--- config.mk ---
export PLATFORM = sky130hd
export DESIGN_NAME = iotlb_table
export DESIGN_NICKNAME = d
export VERILOG_FILES = /design/src/rtl/iotlb_pkg.sv /design/src/rtl/iotlb_table.sv
export SDC_FILE = /design/constraint.sdc
export NUM_CORES = 2
export LEC_CHECK = 0
export ABC_AREA = 1
export BUFFER_PORTS_ARGS = -buffer_cell sky130_fd_sc_hd__buf_4
export CORE_MARGIN = 1
export CORE_UTILIZATION = 45
export DETAILED_ROUTE_END_ITERATION = 12
export PLACE_DENSITY_LB_ADDON = 0.05
export SETUP_SLACK_MARGIN = 0.1
export SLEW_MARGIN = 20
export SYNTH_ARGS = -nofsm -noshare
export SYNTH_HDL_FRONTEND = slang
export SYNTH_SLANG_ARGS = --single-unit
--- constraint.sdc ---
create_clock -name clk_i -period 10.65 [get_ports clk_i]
set_input_delay 0.5325 -clock clk_i [delete_from_list [all_inputs] [get_ports clk_i]]
set_output_delay 0.5325 -clock clk_i [all_outputs]
set_load 0.1 [all_outputs]
--- src/rtl/iotlb_pkg.sv ---
// shared constants, types and register codes of the iotlb timing block
package iotlb_pkg;

  localparam int MaxEntries = 32;
  localparam int IdxW       = (MaxEntries > 1) ? $clog2(MaxEntries) : 1;
  localparam int CntW       = $clog2(MaxEntries + 1);

  localparam int PageW    = 52;
  localparam int TimeW    = 64;
  localparam int LatW     = 32;
  localparam int CapW     = 6;
  localparam int CfgAddrW = 4;
  localparam int CfgDataW = 32;

  localparam logic [CfgAddrW-1:0] RegEnabled     = CfgAddrW'(0);
  localparam logic [CfgAddrW-1:0] RegHitLatency  = CfgAddrW'(1);
  localparam logic [CfgAddrW-1:0] RegMissLatency = CfgAddrW'(2);
  localparam logic [CfgAddrW-1:0] RegCapacity    = CfgAddrW'(3);

  localparam logic [CapW-1:0] CapacityReset = CapW'(32);

  typedef struct packed {
    logic [PageW-1:0] page_number;
    logic [TimeW-1:0] current_time;
  } in_req_t;

  typedef struct packed {
    logic [TimeW-1:0] ready_time;
    logic             hit;
    logic             counted;
    logic [TimeW-1:0] lookup_total;
    logic [TimeW-1:0] hit_total;
    logic [TimeW-1:0] miss_total;
    logic [TimeW-1:0] latency_total;
  } out_rsp_t;

  typedef struct packed {
    logic            enabled;
    logic [LatW-1:0] hit_ticks;
    logic [LatW-1:0] miss_ticks;
    logic [CapW-1:0] tlb_capacity;
  } cfg_t;

  typedef struct packed {
    logic            lookup;
    logic            clear;
    logic [CapW-1:0] capacity;
  } tbl_ctl_t;

endpackage

--- src/rtl/iotlb_table.sv ---
// fully associative tag store with lru ranks and a fill count
module iotlb_table (
  input  logic                        clk_i,
  input  logic                        rst_ni,
  input  iotlb_pkg::tbl_ctl_t         ctl_i,
  input  logic [iotlb_pkg::PageW-1:0] page_i,
  output logic                        hit_o
);
  import iotlb_pkg::*;

  logic [PageW-1:0] tag_q [MaxEntries];
  logic [IdxW-1:0]  age_q [MaxEntries];
  logic [IdxW-1:0]  age_d [MaxEntries];
  logic [CntW-1:0]  used_q, used_d;

  logic [CntW-1:0]       cap;
  logic [MaxEntries-1:0] valid, match, sel;
  logic [IdxW-1:0]       old_age;
  logic                  hit, free_ins, do_upd;
  logic [CntW-1:0]       thresh;

  always_comb begin
    if (int'(ctl_i.capacity) > MaxEntries) begin
      cap = CntW'(MaxEntries);
    end else begin
      cap = CntW'(ctl_i.capacity);
    end
  end

  // entries are filled in order and only cleared all together,
  // so the valid ones are exactly those below the fill count
  always_comb begin
    old_age = '0;
    for (int i = 0; i < MaxEntries; i++) begin
      valid[i] = CntW'(i) < used_q;
      match[i] = valid[i] && (tag_q[i] == page_i);
      if (match[i]) begin
        old_age = old_age | age_q[i];
      end
    end
  end

  assign hit      = |match;
  assign free_ins = !hit && (used_q < cap);
  assign do_upd   = ctl_i.lookup && (hit || (cap != '0));

  // ranks of valid entries form 0..used-1, so the victim is the one
  // holding rank used-1 and everything below the threshold ages by one
  always_comb begin
    if (hit) begin
      thresh = CntW'(old_age);
    end else if (free_ins) begin
      thresh = used_q;
    end else begin
      thresh = used_q - 1'b1;
    end
  end

  always_comb begin
    for (int i = 0; i < MaxEntries; i++) begin
      if (hit) begin
        sel[i] = match[i];
      end else if (free_ins) begin
        sel[i] = (CntW'(i) == used_q);
      end else begin
        sel[i] = valid[i] && (CntW'(age_q[i]) == (used_q - 1'b1));
      end
      if (sel[i]) begin
        age_d[i] = '0;
      end else if (valid[i] && (CntW'(age_q[i]) < thresh)) begin
        age_d[i] = age_q[i] + 1'b1;
      end else begin
        age_d[i] = age_q[i];
      end
    end
  end

  always_comb begin
    used_d = used_q;
    if (ctl_i.clear) begin
      used_d = '0;
    end else if (do_upd && free_ins) begin
      used_d = used_q + 1'b1;
    end
  end

  always_ff @(posedge clk_i or negedge rst_ni) begin
    if (!rst_ni) begin
      used_q <= '0;
      for (int i = 0; i < MaxEntries; i++) begin
        age_q[i] <= '0;
      end
    end else begin
      used_q <= used_d;
      if (do_upd) begin
        for (int i = 0; i < MaxEntries; i++) begin
          age_q[i] <= age_d[i];
        end
      end
    end
  end

  always_ff @(posedge clk_i) begin
    if (do_upd && !hit) begin
      for (int i = 0; i < MaxEntries; i++) begin
        if (sel[i]) begin
          tag_q[i] <= page_i;
        end
      end
    end
  end

  assign hit_o = hit;

endmodule

==> flow_metrics.tcl <==
set metrics [dict create \
    p_leak_nw 43.1 \
    hpwl_um 240000 \
    synth_largest_type_area_fraction 0.535 \
    htreeDepth 4 \
    rsz0062_at_grt "false" \
    drive_above_1_share 0.0624 \
    die-area_um2 209000 \
    start_util 0.455 \
    synth_top_area_cell "edfxtp_1" \
    grt_max_degree 70 \
    setup_viol 0 \
    period_share 0.705 \
    cts_tree "yes" \
    path_class "reg2reg" \
    syn_area_um2 93400 \
    fp-row-count 166 \
    holdWs_ps 77.6 \
    yosysUniqueCellTypes 52 \
    maxSlewViolCount 0 \
    grt_pass1_vias 66400 \
    postSynth.asyncResetShare 0.0907 \
    switching_share 0.281 \
    synth_edf_count 1664 \
    syn_nets 10300 \
    synth_ff_type "edfxtp_1" \
    grt_pass1_wl_um 514000 \
    dr.first_iter.drc_count 9198 \
    crit_required_ps 11170 \
    gp_congestion 1.03 \
    pwr-share-clk 0.401 \
    ys.warnings.count 0 \
    clkTransAtPathRegs_ps 60 \
    period_minus_slack_ps 7510 \
    tns_ps 0 \
    cp-end-kind "flop" \
    combPwrFrac 0.126 \
    status "finished clean" \
    intPower_w 0.0124 \
    skew_ps 53.2 \
    fmax_mhz 133 \
    finalHoldViolations 0 \
    post_cts_resized 0 \
    vias 72300 \
    area_growth_pct 11.3 \
    fp.dieW_um 458 \
    seqPwrFrac 0.473 \
    syn_inst 10100 \
    grt_use_total 0.350 \
    drv_cap 0 \
    cts_sinks 1830 \
    nNetsFinal 10500 \
    cts_buffers 203 \
    antenna_found_initial 30 \
    arrival_ps 8030 \
    ir_drop_mv 0.171 \
    wl_per_cell_um 28.2 \
    clock_latency_ps 870 \
    synthTopCellsByArea "edfxtp_1, nand2_1, xnor2_1, nor2_1, inv_1" \
    hp-class "in2reg" \
    core-area_um2 205000 \
    fin_total_pwr_w 0.0173 \
    syn_area_per_cell_um2 9.24 \
    critPathMaxFanout 28 \
    clockBufferDepth 3 \
    die_h_um 458 \
    drt-pass1-iter-count 7 \
    portBuffers 62 \
    cp-start-kind "flop" \
    relSlewSlack 0.217 \
    worst_pin_slew_ps 1170 \
    cts-root-buf "clkbuf_16" \
    drc_errors 0 \
    grt_overflow 0 \
    io_pins 63 \
    ys_seq_elements 1830 \
    viasPerCell 5.51 \
    netSwitchingPower_w 0.00487 \
    ant_nets 0 \
    yosysSeqAreaShare 0.579 \
    power_density_nw_per_um2 167 \
    fillers 18900 \
    drt_wl_total_um 370000 \
]
-- layout make-up --
cell class	instances	area, um^2	share of cell area
sequential	1830	54100	0.521
multi-input combinational	6788	33400	0.322
inverter	1173	4400	0.0424
antenna	12	30.0	0.000289
tap	2688	3360	0.0324
timing repair buffer	253	2160	0.0208
clock inverter	113	987	0.00950
clock buffer	263	5430	0.0522
-- registers in the layout, indices dropped and copies added, names as in the netlist --
name	count
age_q	160
tag_q	1664
used_q	6
-- Yosys cell counts, drive strengths merged, types with 9 or more instances --
library cell and number:
nand2 3377, edfxtp 1664, nor2 1220, inv 1170
o21ai 526, xnor2 517, xor2 310, buf 270
nand3 259, ha 170, dfrtp 166, a21oi 94
nand4 93, o22ai 83, clkbuf 53, nor3 44
nor4 27, o211ai 10, or2 10, o2111ai 9
-- through the flow --
stage               setup slack (ps)  instance area (um^2)  instances  utilization
finish                          3140                104000      13100        0.506
global route                    3060                104000      13100        0.506
CTS                             3350                104000      13100        0.506
detailed placement              3070                 97400      12700        0.474
global placement                3120                 97400      12700        0.474
floorplan                       4220                 93400      10100            -
-- placed cells by master (no fill, tap or decap), types with 7 or more instances in the layout --
master and instances:
nand4_1 93, clkinv_1 57, o2111ai_1 9, inv_1 1124
nor2_1 1187, buf_4 227, a21oi_1 76, clkinv_2 35
nand2_1 3368, nand3_1 257, xor2_1 310, o22ai_1 83
nor2_4 12, nor4_1 27, o21ai_1 59, bufinv_16 11
diode_2 12, clkbuf_1 48, or2_2 8, edfxtp_1 1664
nand2_2 8, nor2_2 21, clkbuf_16 203, o211ai_1 10
xnor2_1 517, nor3_1 43, o21ai_0 465, clkbuf_8 12
ha_1 169, dfrtp_1 165, and2_2 7, buf_12 18
inv_2 42, a21oi_4 17
-- layer usage --
metal,wire length (um),share of wire,GRT usage
met3,33600,0.091,0.0584
met4,15500,0.042,0.135
met5,38,0.00010,0
met2,164000,0.44,0.539
met1,157000,0.43,0.495
-- final timing paths --
path | start | to | slack (ps) | cells past startpoint
worst max-delay path | used_q[2] | tag_q[1][415] | 3140 | 20
worst min-delay path | page_i[32] | tag_q[1][240] | 80 | 1
worst max register to register | used_q[2] | tag_q[1][415] | 3140 | 20
worst min register to register | age_q[0] | age_q[0] | 560 | 2
max in group asynchronous | rst_ni | age_q[98] | 9020 | 3
min in group asynchronous | rst_ni | age_q[90] | 230 | 2
-- cells by family (layout without fill, tap and decap cells) --
logic type                 count (synthesis)  in the layout  synth area share
AOI/OAI and AO/OA                        746            746            0.0426
xor gates and xnor gates                 827            827            0.0775
adders and majority gates                170            170            0.0228
buffers and inverters                   1496           1802            0.0657
DFF                                     1830           1830             0.579
other                                      0             12                 0
and+or+nand+nor                         5045           5045             0.212
-- power by group through the flow --
stage                     Combinational, W  Clock [W]  Sequential [W]
after floorplan                    0.00121          0         0.00828
after detailed placement           0.00214          0         0.00834
after CTS                          0.00215    0.00700         0.00819
after global routing               0.00235    0.00725         0.00821
final                              0.00218    0.00694         0.00820
after global placement             0.00212          0         0.00834
-- critical path: stages, from the launching register on --
cell	delay [ps]
dfrtp_1	820
nand2_2	310
o21ai_2	480
inv_1	290
nor2_1	820
nand2_1	140
nor2_1	130
nand2_1	130
nor2_1	420
nor2_1	200
nand2_1	110
nor2_1	50
nand2_1	180
nor2_4	100
nand3_2	260
nand2_1	160
clkinv_1	520
buf_4	370
nand4_1	220
a21oi_4	890
buf_4	490
-- timing repair --
action / 4_1_cts / 5_1_grt
endpoints found under the hold margin: 73 / 0
setup endpoints to repair: 0 / 0
buffers inserted: 0 / 0
hold buffers: 6 / 0
No activity file was read; power rests on OpenSTA's default activity.
