<file path="src/rtl/iotlb_pkg.sv">
// shared constants, types and register codes of the iotlb timing block
package iotlb_pkg;

  localparam int MaxEntries = 32;
  localparam int IdxW       = (MaxEntries > 1) ? $clog2(MaxEntries) : 1;
  localparam int CntW       = $clog2(MaxEntries + 1);

  localparam int PageW    = 52;
  localparam int TimeW    = 64;
  localparam int LatW     = 32;
  localparam int CapW     = 6;
  localparam int CfgAddrW = 4;
  localparam int CfgDataW = 32;

  localparam logic [CfgAddrW-1:0] RegEnabled     = CfgAddrW'(0);
  localparam logic [CfgAddrW-1:0] RegHitLatency  = CfgAddrW'(1);
  localparam logic [CfgAddrW-1:0] RegMissLatency = CfgAddrW'(2);
  localparam logic [CfgAddrW-1:0] RegCapacity    = CfgAddrW'(3);

  localparam logic [CapW-1:0] CapacityReset = CapW'(32);

  typedef struct packed {
    logic [PageW-1:0] page_number;
    logic [TimeW-1:0] current_time;
  } in_req_t;

  typedef struct packed {
    logic [TimeW-1:0] ready_time;
    logic             hit;
    logic             counted;
    logic [TimeW-1:0] lookup_total;
    logic [TimeW-1:0] hit_total;
    logic [TimeW-1:0] miss_total;
    logic [TimeW-1:0] latency_total;
  } out_rsp_t;

  typedef struct packed {
    logic            enabled;
    logic [LatW-1:0] hit_ticks;
    logic [LatW-1:0] miss_ticks;
    logic [CapW-1:0] tlb_capacity;
  } cfg_t;

  typedef struct packed {
    logic            lookup;
    logic            clear;
    logic [CapW-1:0] capacity;
  } tbl_ctl_t;

endpackage

</file>
<file path="src/rtl/iotlb_timing.sv">
// serialized port timing and statistic counters
module iotlb_timing (
  input  logic                        clk_i,
  input  logic                        rst_ni,
  input  iotlb_pkg::cfg_t             cfg_i,
  input  logic                        fire_i,
  input  logic                        hit_i,
  input  logic [iotlb_pkg::TimeW-1:0] now_i,
  output logic                        active_o,
  output iotlb_pkg::out_rsp_t         rsp_o
);
  import iotlb_pkg::*;

  logic [TimeW-1:0] port_free_q, port_free_d;
  logic [TimeW-1:0] lookup_q, lookup_d;
  logic [TimeW-1:0] hits_q, hits_d;
  logic [TimeW-1:0] misses_q, misses_d;
  logic [TimeW-1:0] lat_sum_q, lat_sum_d;

  logic             active;
  logic [LatW-1:0]  lat;
  logic [TimeW-1:0] start, ready;
  logic [TimeW:0]   ready_sum, lat_sum_sum;

  assign active = cfg_i.enabled && ((cfg_i.hit_ticks != '0) || (cfg_i.miss_ticks != '0));
  assign lat    = hit_i ? cfg_i.hit_ticks : cfg_i.miss_ticks;
  assign start  = (now_i > port_free_q) ? now_i : port_free_q;

  // saturate on carry out
  assign ready_sum   = {1'b0, start} + (TimeW + 1)'(lat);
  assign ready       = ready_sum[TimeW] ? '1 : ready_sum[TimeW-1:0];
  assign lat_sum_sum = {1'b0, lat_sum_q} + (TimeW + 1)'(lat);

  assign port_free_d = ready;
  assign lookup_d    = lookup_q + 1'b1;
  assign hits_d      = hit_i ? hits_q + 1'b1 : hits_q;
  assign misses_d    = hit_i ? misses_q : misses_q + 1'b1;
  assign lat_sum_d   = lat_sum_sum[TimeW] ? '1 : lat_sum_sum[TimeW-1:0];

  always_comb begin
    if (active) begin
      rsp_o.ready_time    = ready;
      rsp_o.hit           = hit_i;
      rsp_o.counted       = 1'b1;
      rsp_o.lookup_total  = lookup_d;
      rsp_o.hit_total     = hits_d;
      rsp_o.miss_total    = misses_d;
      rsp_o.latency_total = lat_sum_d;
    end else begin
      rsp_o.ready_time    = now_i;
      rsp_o.hit           = 1'b0;
      rsp_o.counted       = 1'b0;
      rsp_o.lookup_total  = lookup_q;
      rsp_o.hit_total     = hits_q;
      rsp_o.miss_total    = misses_q;
      rsp_o.latency_total = lat_sum_q;
    end
  end

  always_ff @(posedge clk_i or negedge rst_ni) begin
    if (!rst_ni) begin
      port_free_q <= '0;
      lookup_q    <= '0;
      hits_q      <= '0;
      misses_q    <= '0;
      lat_sum_q   <= '0;
    end else if (fire_i && active) begin
      port_free_q <= port_free_d;
      lookup_q    <= lookup_d;
      hits_q      <= hits_d;
      misses_q    <= misses_d;
      lat_sum_q   <= lat_sum_d;
    end
  end

  assign active_o = active;

endmodule

</file>
<file path="config.mk">
export PLATFORM = sky130hd
export DESIGN_NAME = iotlb_timing
export DESIGN_NICKNAME = d
export VERILOG_FILES = /design/src/rtl/iotlb_pkg.sv /design/src/rtl/iotlb_timing.sv
export SDC_FILE = /design/constraint.sdc
export NUM_CORES = 1
export LEC_CHECK = 0
export ABC_CLOCK_PERIOD_IN_PS = 11100
export BUFFER_PORTS_ARGS = -buffer_cell sky130_fd_sc_hd__buf_4
export CELL_PAD_IN_SITES_DETAIL_PLACEMENT = 1
export CELL_PAD_IN_SITES_GLOBAL_PLACEMENT = 1
export CORE_UTILIZATION = 26
export CTS_CLUSTER_DIAMETER = 100
export DETAILED_ROUTE_END_ITERATION = 8
export GPL_ROUTABILITY_DRIVEN = 0
export PLACE_DENSITY_LB_ADDON = 0.1
export SLEW_MARGIN = 20
export SYNTH_ARGS = -nofsm -noshare
export SYNTH_HDL_FRONTEND = slang
export SYNTH_SLANG_ARGS = --single-unit
</file>
<file path="constraint.sdc">
create_clock -name clk_i -period 11.1 [get_ports clk_i]
set_input_delay 2.22 -clock clk_i [delete_from_list [all_inputs] [get_ports clk_i]]
set_output_delay 2.22 -clock clk_i [all_outputs]
set_load 0.02 [all_outputs]
</file>
==> report_table.html <==
<table>
<tr><th>Metric</th><th>Value</th></tr>
<tr><th colspan="2">Power and ir drop</th></tr>
<tr><td>PD cells</td><td>214 nW/um^2</td></tr>
<tr><td>Largest voltage drop on the vdd net</td><td>153 uV</td></tr>
<tr><td>Overall power consumption</td><td>7190 uW</td></tr>
<tr><td>Leakage power of the design</td><td>0.0155 uW</td></tr>
<tr><th colspan="2">Cells and area</th></tr>
<tr><td>Most frequent standard cell in the layout excluding fill and tap cells</td><td>sky130_fd_sc_hd__buf_4</td></tr>
<tr><td>Layout cell share with drive strength beyond 1</td><td>0.178</td></tr>
<tr><td>Non-filler cells in the finished layout</td><td>5232</td></tr>
<tr><td>Area Growth Syn to Fin</td><td>24.6%</td></tr>
<tr><td>Ant diodes</td><td>0</td></tr>
<tr><td>Count of nets after finishing</td><td>4098</td></tr>
<tr><td>Highest-count cells in the layout ignoring fill and taps</td><td>sky130_fd_sc_hd__buf_4, sky130_fd_sc_hd__nand2_1, sky130_fd_sc_hd__nor2_1</td></tr>
<tr><td>Post-Layout Inst Area</td><td>33600 um^2</td></tr>
<tr><th colspan="2">Setup path</th></tr>
<tr><td>Required arrival time at the worst endpoint</td><td>8880 ps</td></tr>
<tr><td>Startpoint type of the worst setup path</td><td>input pin</td></tr>
<tr><td>Origin of the critical flop-to-flop path</td><td>port_free_q[36]</td></tr>
<tr><td>Type of element capturing the critical path</td><td>output port</td></tr>
<tr><td>Worst reg2reg setup slack</td><td>4630 ps</td></tr>
<tr><td>Highest net fanout along the worst path</td><td>22</td></tr>
<tr><td>Type of the setup path with the least slack</td><td>in2out</td></tr>
<tr><td>Signal arrival time at the worst endpoint</td><td>8560 ps</td></tr>
<tr><td>Worst setup startpoint</td><td>now_i[29]</td></tr>
<tr><th colspan="2">STA</th></tr>
<tr><td>RSZ-0062 raised after global routing</td><td>false</td></tr>
<tr><td>Worst relative slew slack</td><td>0.346</td></tr>
<tr><td>Number of setup violations in the final report</td><td>0</td></tr>
<tr><td>Final Max Slew Viols</td><td>0</td></tr>
<tr><td>Period utilization</td><td>0.971</td></tr>
<tr><td>Final total negative setup slack</td><td>0 ps</td></tr>
<tr><td>Worst Tran Pin Value</td><td>971 ps</td></tr>
<tr><td>Final Critical Period</td><td>10780 ps</td></tr>
<tr><td>Number of hold violations in the final report</td><td>0</td></tr>
<tr><td>Achievable frequency</td><td>approximately 93 MHz</td></tr>
<tr><td>Fin Clk Skew</td><td>30.7 ps</td></tr>
<tr><td>Worst hold margin</td><td>477 ps</td></tr>
<tr><th colspan="2">Detailed routing</th></tr>
<tr><td>Total length of routed wires</td><td>113000 um</td></tr>
<tr><td>Final routed wire length divided by cell count</td><td>approximately 22 um</td></tr>
<tr><td>Router iterations before antenna repair</td><td>5</td></tr>
<tr><td>Number of vias in the routed layout</td><td>26.5k</td></tr>
<tr><td>Post-detailed-route via-to-cell ratio</td><td>between 5 and 6</td></tr>
<tr><td>First DRT Iteration DRCs</td><td>1233</td></tr>
<tr><td>DRT antenna net count</td><td>0</td></tr>
<tr><td>Number of remaining DRC errors</td><td>0</td></tr>
<tr><th colspan="2">GRT</th></tr>
<tr><td>Global Route met3 Usage</td><td>0.0388</td></tr>
<tr><td>Most used routing layer in global routing</td><td>met2</td></tr>
<tr><td>Global route total overflow</td><td>0</td></tr>
<tr><td>Number of antenna violations at the first check in global routing</td><td>5</td></tr>
<tr><td>Global-route wire length before repair</td><td>approximately 170000 um</td></tr>
<tr><td>All-Layer GR Usage</td><td>0.212</td></tr>
<tr><td>Vias in the first global route</td><td>27.2k</td></tr>
<tr><td>Maximum number of pins on one net before global-route repair</td><td>174</td></tr>
<tr><td>Global routing usage on met1</td><td>0.283</td></tr>
<tr><td>GR Layer Usage met2</td><td>0.349</td></tr>
<tr><th colspan="2">Clocking</th></tr>
<tr><td>Clock latency of the later-clocked register in the worst-skew pair</td><td>between 600 and 700 ps</td></tr>
<tr><td>Clock Tree Buf Depth</td><td>3</td></tr>
<tr><td>CTS tree</td><td>built</td></tr>
<tr><td>Clock transition at the registers of the reported paths</td><td>50 ps</td></tr>
<tr><td>Sinks on the clock net</td><td>320</td></tr>
<tr><td>Hold Buf Count CTS</td><td>0</td></tr>
<tr><td>TritonCTS Buffers</td><td>50</td></tr>
<tr><td>H-Tree Level Count</td><td>2</td></tr>
<tr><td>Clock tree root driver cell</td><td>sky130_fd_sc_hd__clkbuf_16</td></tr>
<tr><th colspan="2">Floorplan</th></tr>
<tr><td>Placeable core region</td><td>102000 um^2</td></tr>
<tr><td>Cell Rows</td><td>117</td></tr>
<tr><td>Io pins</td><td>462</td></tr>
<tr><td>Die Area</td><td>approximately 110000 um^2</td></tr>
<tr><td>Initial standard-cell utilization of the core</td><td>0.264</td></tr>
<tr><td>Width of the die</td><td>~320 um</td></tr>
<tr><td>Die extent in y</td><td>between 300 and 400 um</td></tr>
<tr><th colspan="2">Placed design</th></tr>
<tr><td>PortBufs</td><td>around 460</td></tr>
<tr><td>Standard cell area after detailed placement</td><td>between 30000 and 40000 um^2</td></tr>
<tr><td>HPWL after detailed placement</td><td>86100 um</td></tr>
<tr><td>Total instance count after detailed placement</td><td>5141</td></tr>
<tr><th colspan="2">Yosys</th></tr>
<tr><td>Primary flip-flop cell chosen by synthesis mapping</td><td>sky130_fd_sc_hd__dfrtp_1</td></tr>
<tr><td>Netlist cell types</td><td>87</td></tr>
<tr><td>Nets in the synthesized netlist</td><td>3722</td></tr>
<tr><td>Top cells by area in the synthesized netlist</td><td>sky130_fd_sc_hd__dfrtp_1, sky130_fd_sc_hd__xnor2_1, sky130_fd_sc_hd__xor2_1</td></tr>
<tr><td>Synthesis-stage register bit count</td><td>320</td></tr>
<tr><td>Gate count of the mapped netlist</td><td>3450</td></tr>
<tr><td>Warnings from Yosys</td><td>0</td></tr>
<tr><td>Area fraction of the dominant cell type after synthesis</td><td>0.297</td></tr>
<tr><td>Post-synthesis instance area</td><td>27000 um^2</td></tr>
<tr><td>Post-synthesis average cell area</td><td>around 8 um^2</td></tr>
<tr><td>Share of the yosys chip area belonging to registers</td><td>0.297</td></tr>
<tr><td>Most area-hungry cell type in the Yosys netlist</td><td>sky130_fd_sc_hd__dfrtp_1</td></tr>
<tr><td>Share of synthesized registers carrying an async set or reset</td><td>1.00</td></tr>
<tr><td>Number of enable-type register cells in the synthesized netlist</td><td>0</td></tr>
<tr><th colspan="2">Outcome</th></tr>
<tr><td>Outcome</td><td>complete, no violations</td></tr>
<tr><th colspan="2">Hold path</th></tr>
<tr><td>Class of the worst hold path</td><td>reg2reg</td></tr>
<tr><td>Start point of the worst hold path</td><td>port_free_q[9]</td></tr>
<tr><th colspan="2">Flow run</th></tr>
<tr><td>Max-capacitance violation count</td><td>0</td></tr>
</table>
## state kept, by name (all words and copies together) (netlist names)
signal       cells
hits_q          64
lat_sum_q       64
lookup_q        64
misses_q        64
port_free_q     64
## power breakdown
part           switching [uW]  leakage, uW  internal (uW)
clock network             676     0.000857           1050
registers                 219      0.00423           1370
logic                    2400       0.0104           1470
total                    3300       0.0155           3890
## repair_timing
| action | in CTS | in global routing |
|---|---|---|
| resized for setup | 0 | 1 |
| endpoints found under the setup margin | 0 | 2 |
| setup buffers | 0 | 1 |
## path summary, 6_finish.rpt
| check | cells after the start | to |
|---|---|---|
| setup / recovery | 26 | rsp_o[315] |
| hold / removal | 2 | port_free_q[9] |
| setup reg to reg | 25 | port_free_q[60] |
| hold reg to reg | 2 | port_free_q[9] |
| max in group asynchronous | 3 | port_free_q[54] |
| min in group asynchronous | 1 | misses_q[57] |
## worst max-delay path, cell delays in order
cell,delay (ps)
sky130_fd_sc_hd__buf_4,120
sky130_fd_sc_hd__ha_1,290
sky130_fd_sc_hd__nand4_1,190
sky130_fd_sc_hd__nor4_1,540
sky130_fd_sc_hd__buf_4,230
sky130_fd_sc_hd__o31a_1,360
sky130_fd_sc_hd__o21ai_4,100
sky130_fd_sc_hd__buf_4,190
sky130_fd_sc_hd__a21oi_4,220
sky130_fd_sc_hd__buf_12,200
sky130_fd_sc_hd__a21o_1,160
sky130_fd_sc_hd__inv_1,60
sky130_fd_sc_hd__fa_1,400
sky130_fd_sc_hd__nand2b_1,190
sky130_fd_sc_hd__a21oi_1,270
sky130_fd_sc_hd__o2111ai_1,160
sky130_fd_sc_hd__a211oi_1,560
sky130_fd_sc_hd__nor3_4,140
sky130_fd_sc_hd__o21ai_1,170
sky130_fd_sc_hd__buf_4,130
sky130_fd_sc_hd__nand2_1,190
sky130_fd_sc_hd__buf_4,260
sky130_fd_sc_hd__a21o_1,350
sky130_fd_sc_hd__and3_1,260
sky130_fd_sc_hd__a211oi_1,320
sky130_fd_sc_hd__buf_4,210
## cells in the mapped netlist (all sizes together), types with 14 or more instances
cell,number
nand2,471
nor2,428
dfrtp,320
xnor2,231
xor2,214
o21ai,208
a21oi,168
nand3,158
ha,131
clkbuf,108
nand4,100
inv,92
nor3,79
and3,78
buf,74
mux2,56
a21o,47
a31oi,44
nor4,44
a211oi,34
or3,32
o21a,27
and4,26
and2,25
mux2i,20
o22ai,19
nand2b,18
o22a,17
a2bb2oi,14
## final cells by class
| class | instances | area (um^2) |
|---|---|---|
| flip-flops and latches | 320 | 8010 |
| fillers | 12200 | 68700 |
| clock inverters | 18 | 269 |
| well taps | 1368 | 1710 |
| inverters | 92 | 348 |
| clock buffers | 72 | 1500 |
| repair buffers | 506 | 3870 |
| multi-input cells | 2856 | 17900 |
## per-layer routing
metal | wire length, um | share of wire
met5 | 56 | 0.00049
met4 | 2910 | 0.026
met3 | 5520 | 0.049
met2 | 52200 | 0.46
met1 | 52400 | 0.46
## cell families after synthesis
group / Yosys count / share of synthesized area
AOI/OAI and AO/OA: 691 / 0.163
xor gates and xnor gates: 445 / 0.145
adders and majority gates: 133 / 0.0623
buffers and inverters: 274 / 0.0413
DFF: 320 / 0.297
muxes: 76 / 0.0308
and+or+nand+nor: 1511 / 0.261
## per-stage QoR
stage	setup slack, ps	utilization
2_1_floorplan	1060	-
3_3_place_gp	342	0.311
3_5_place_dp	285	0.311
4_1_cts	296	0.328
5_1_grt	6.09	0.328
6_report	321	0.328
Note: power is estimated with default switching activity, not from simulation.
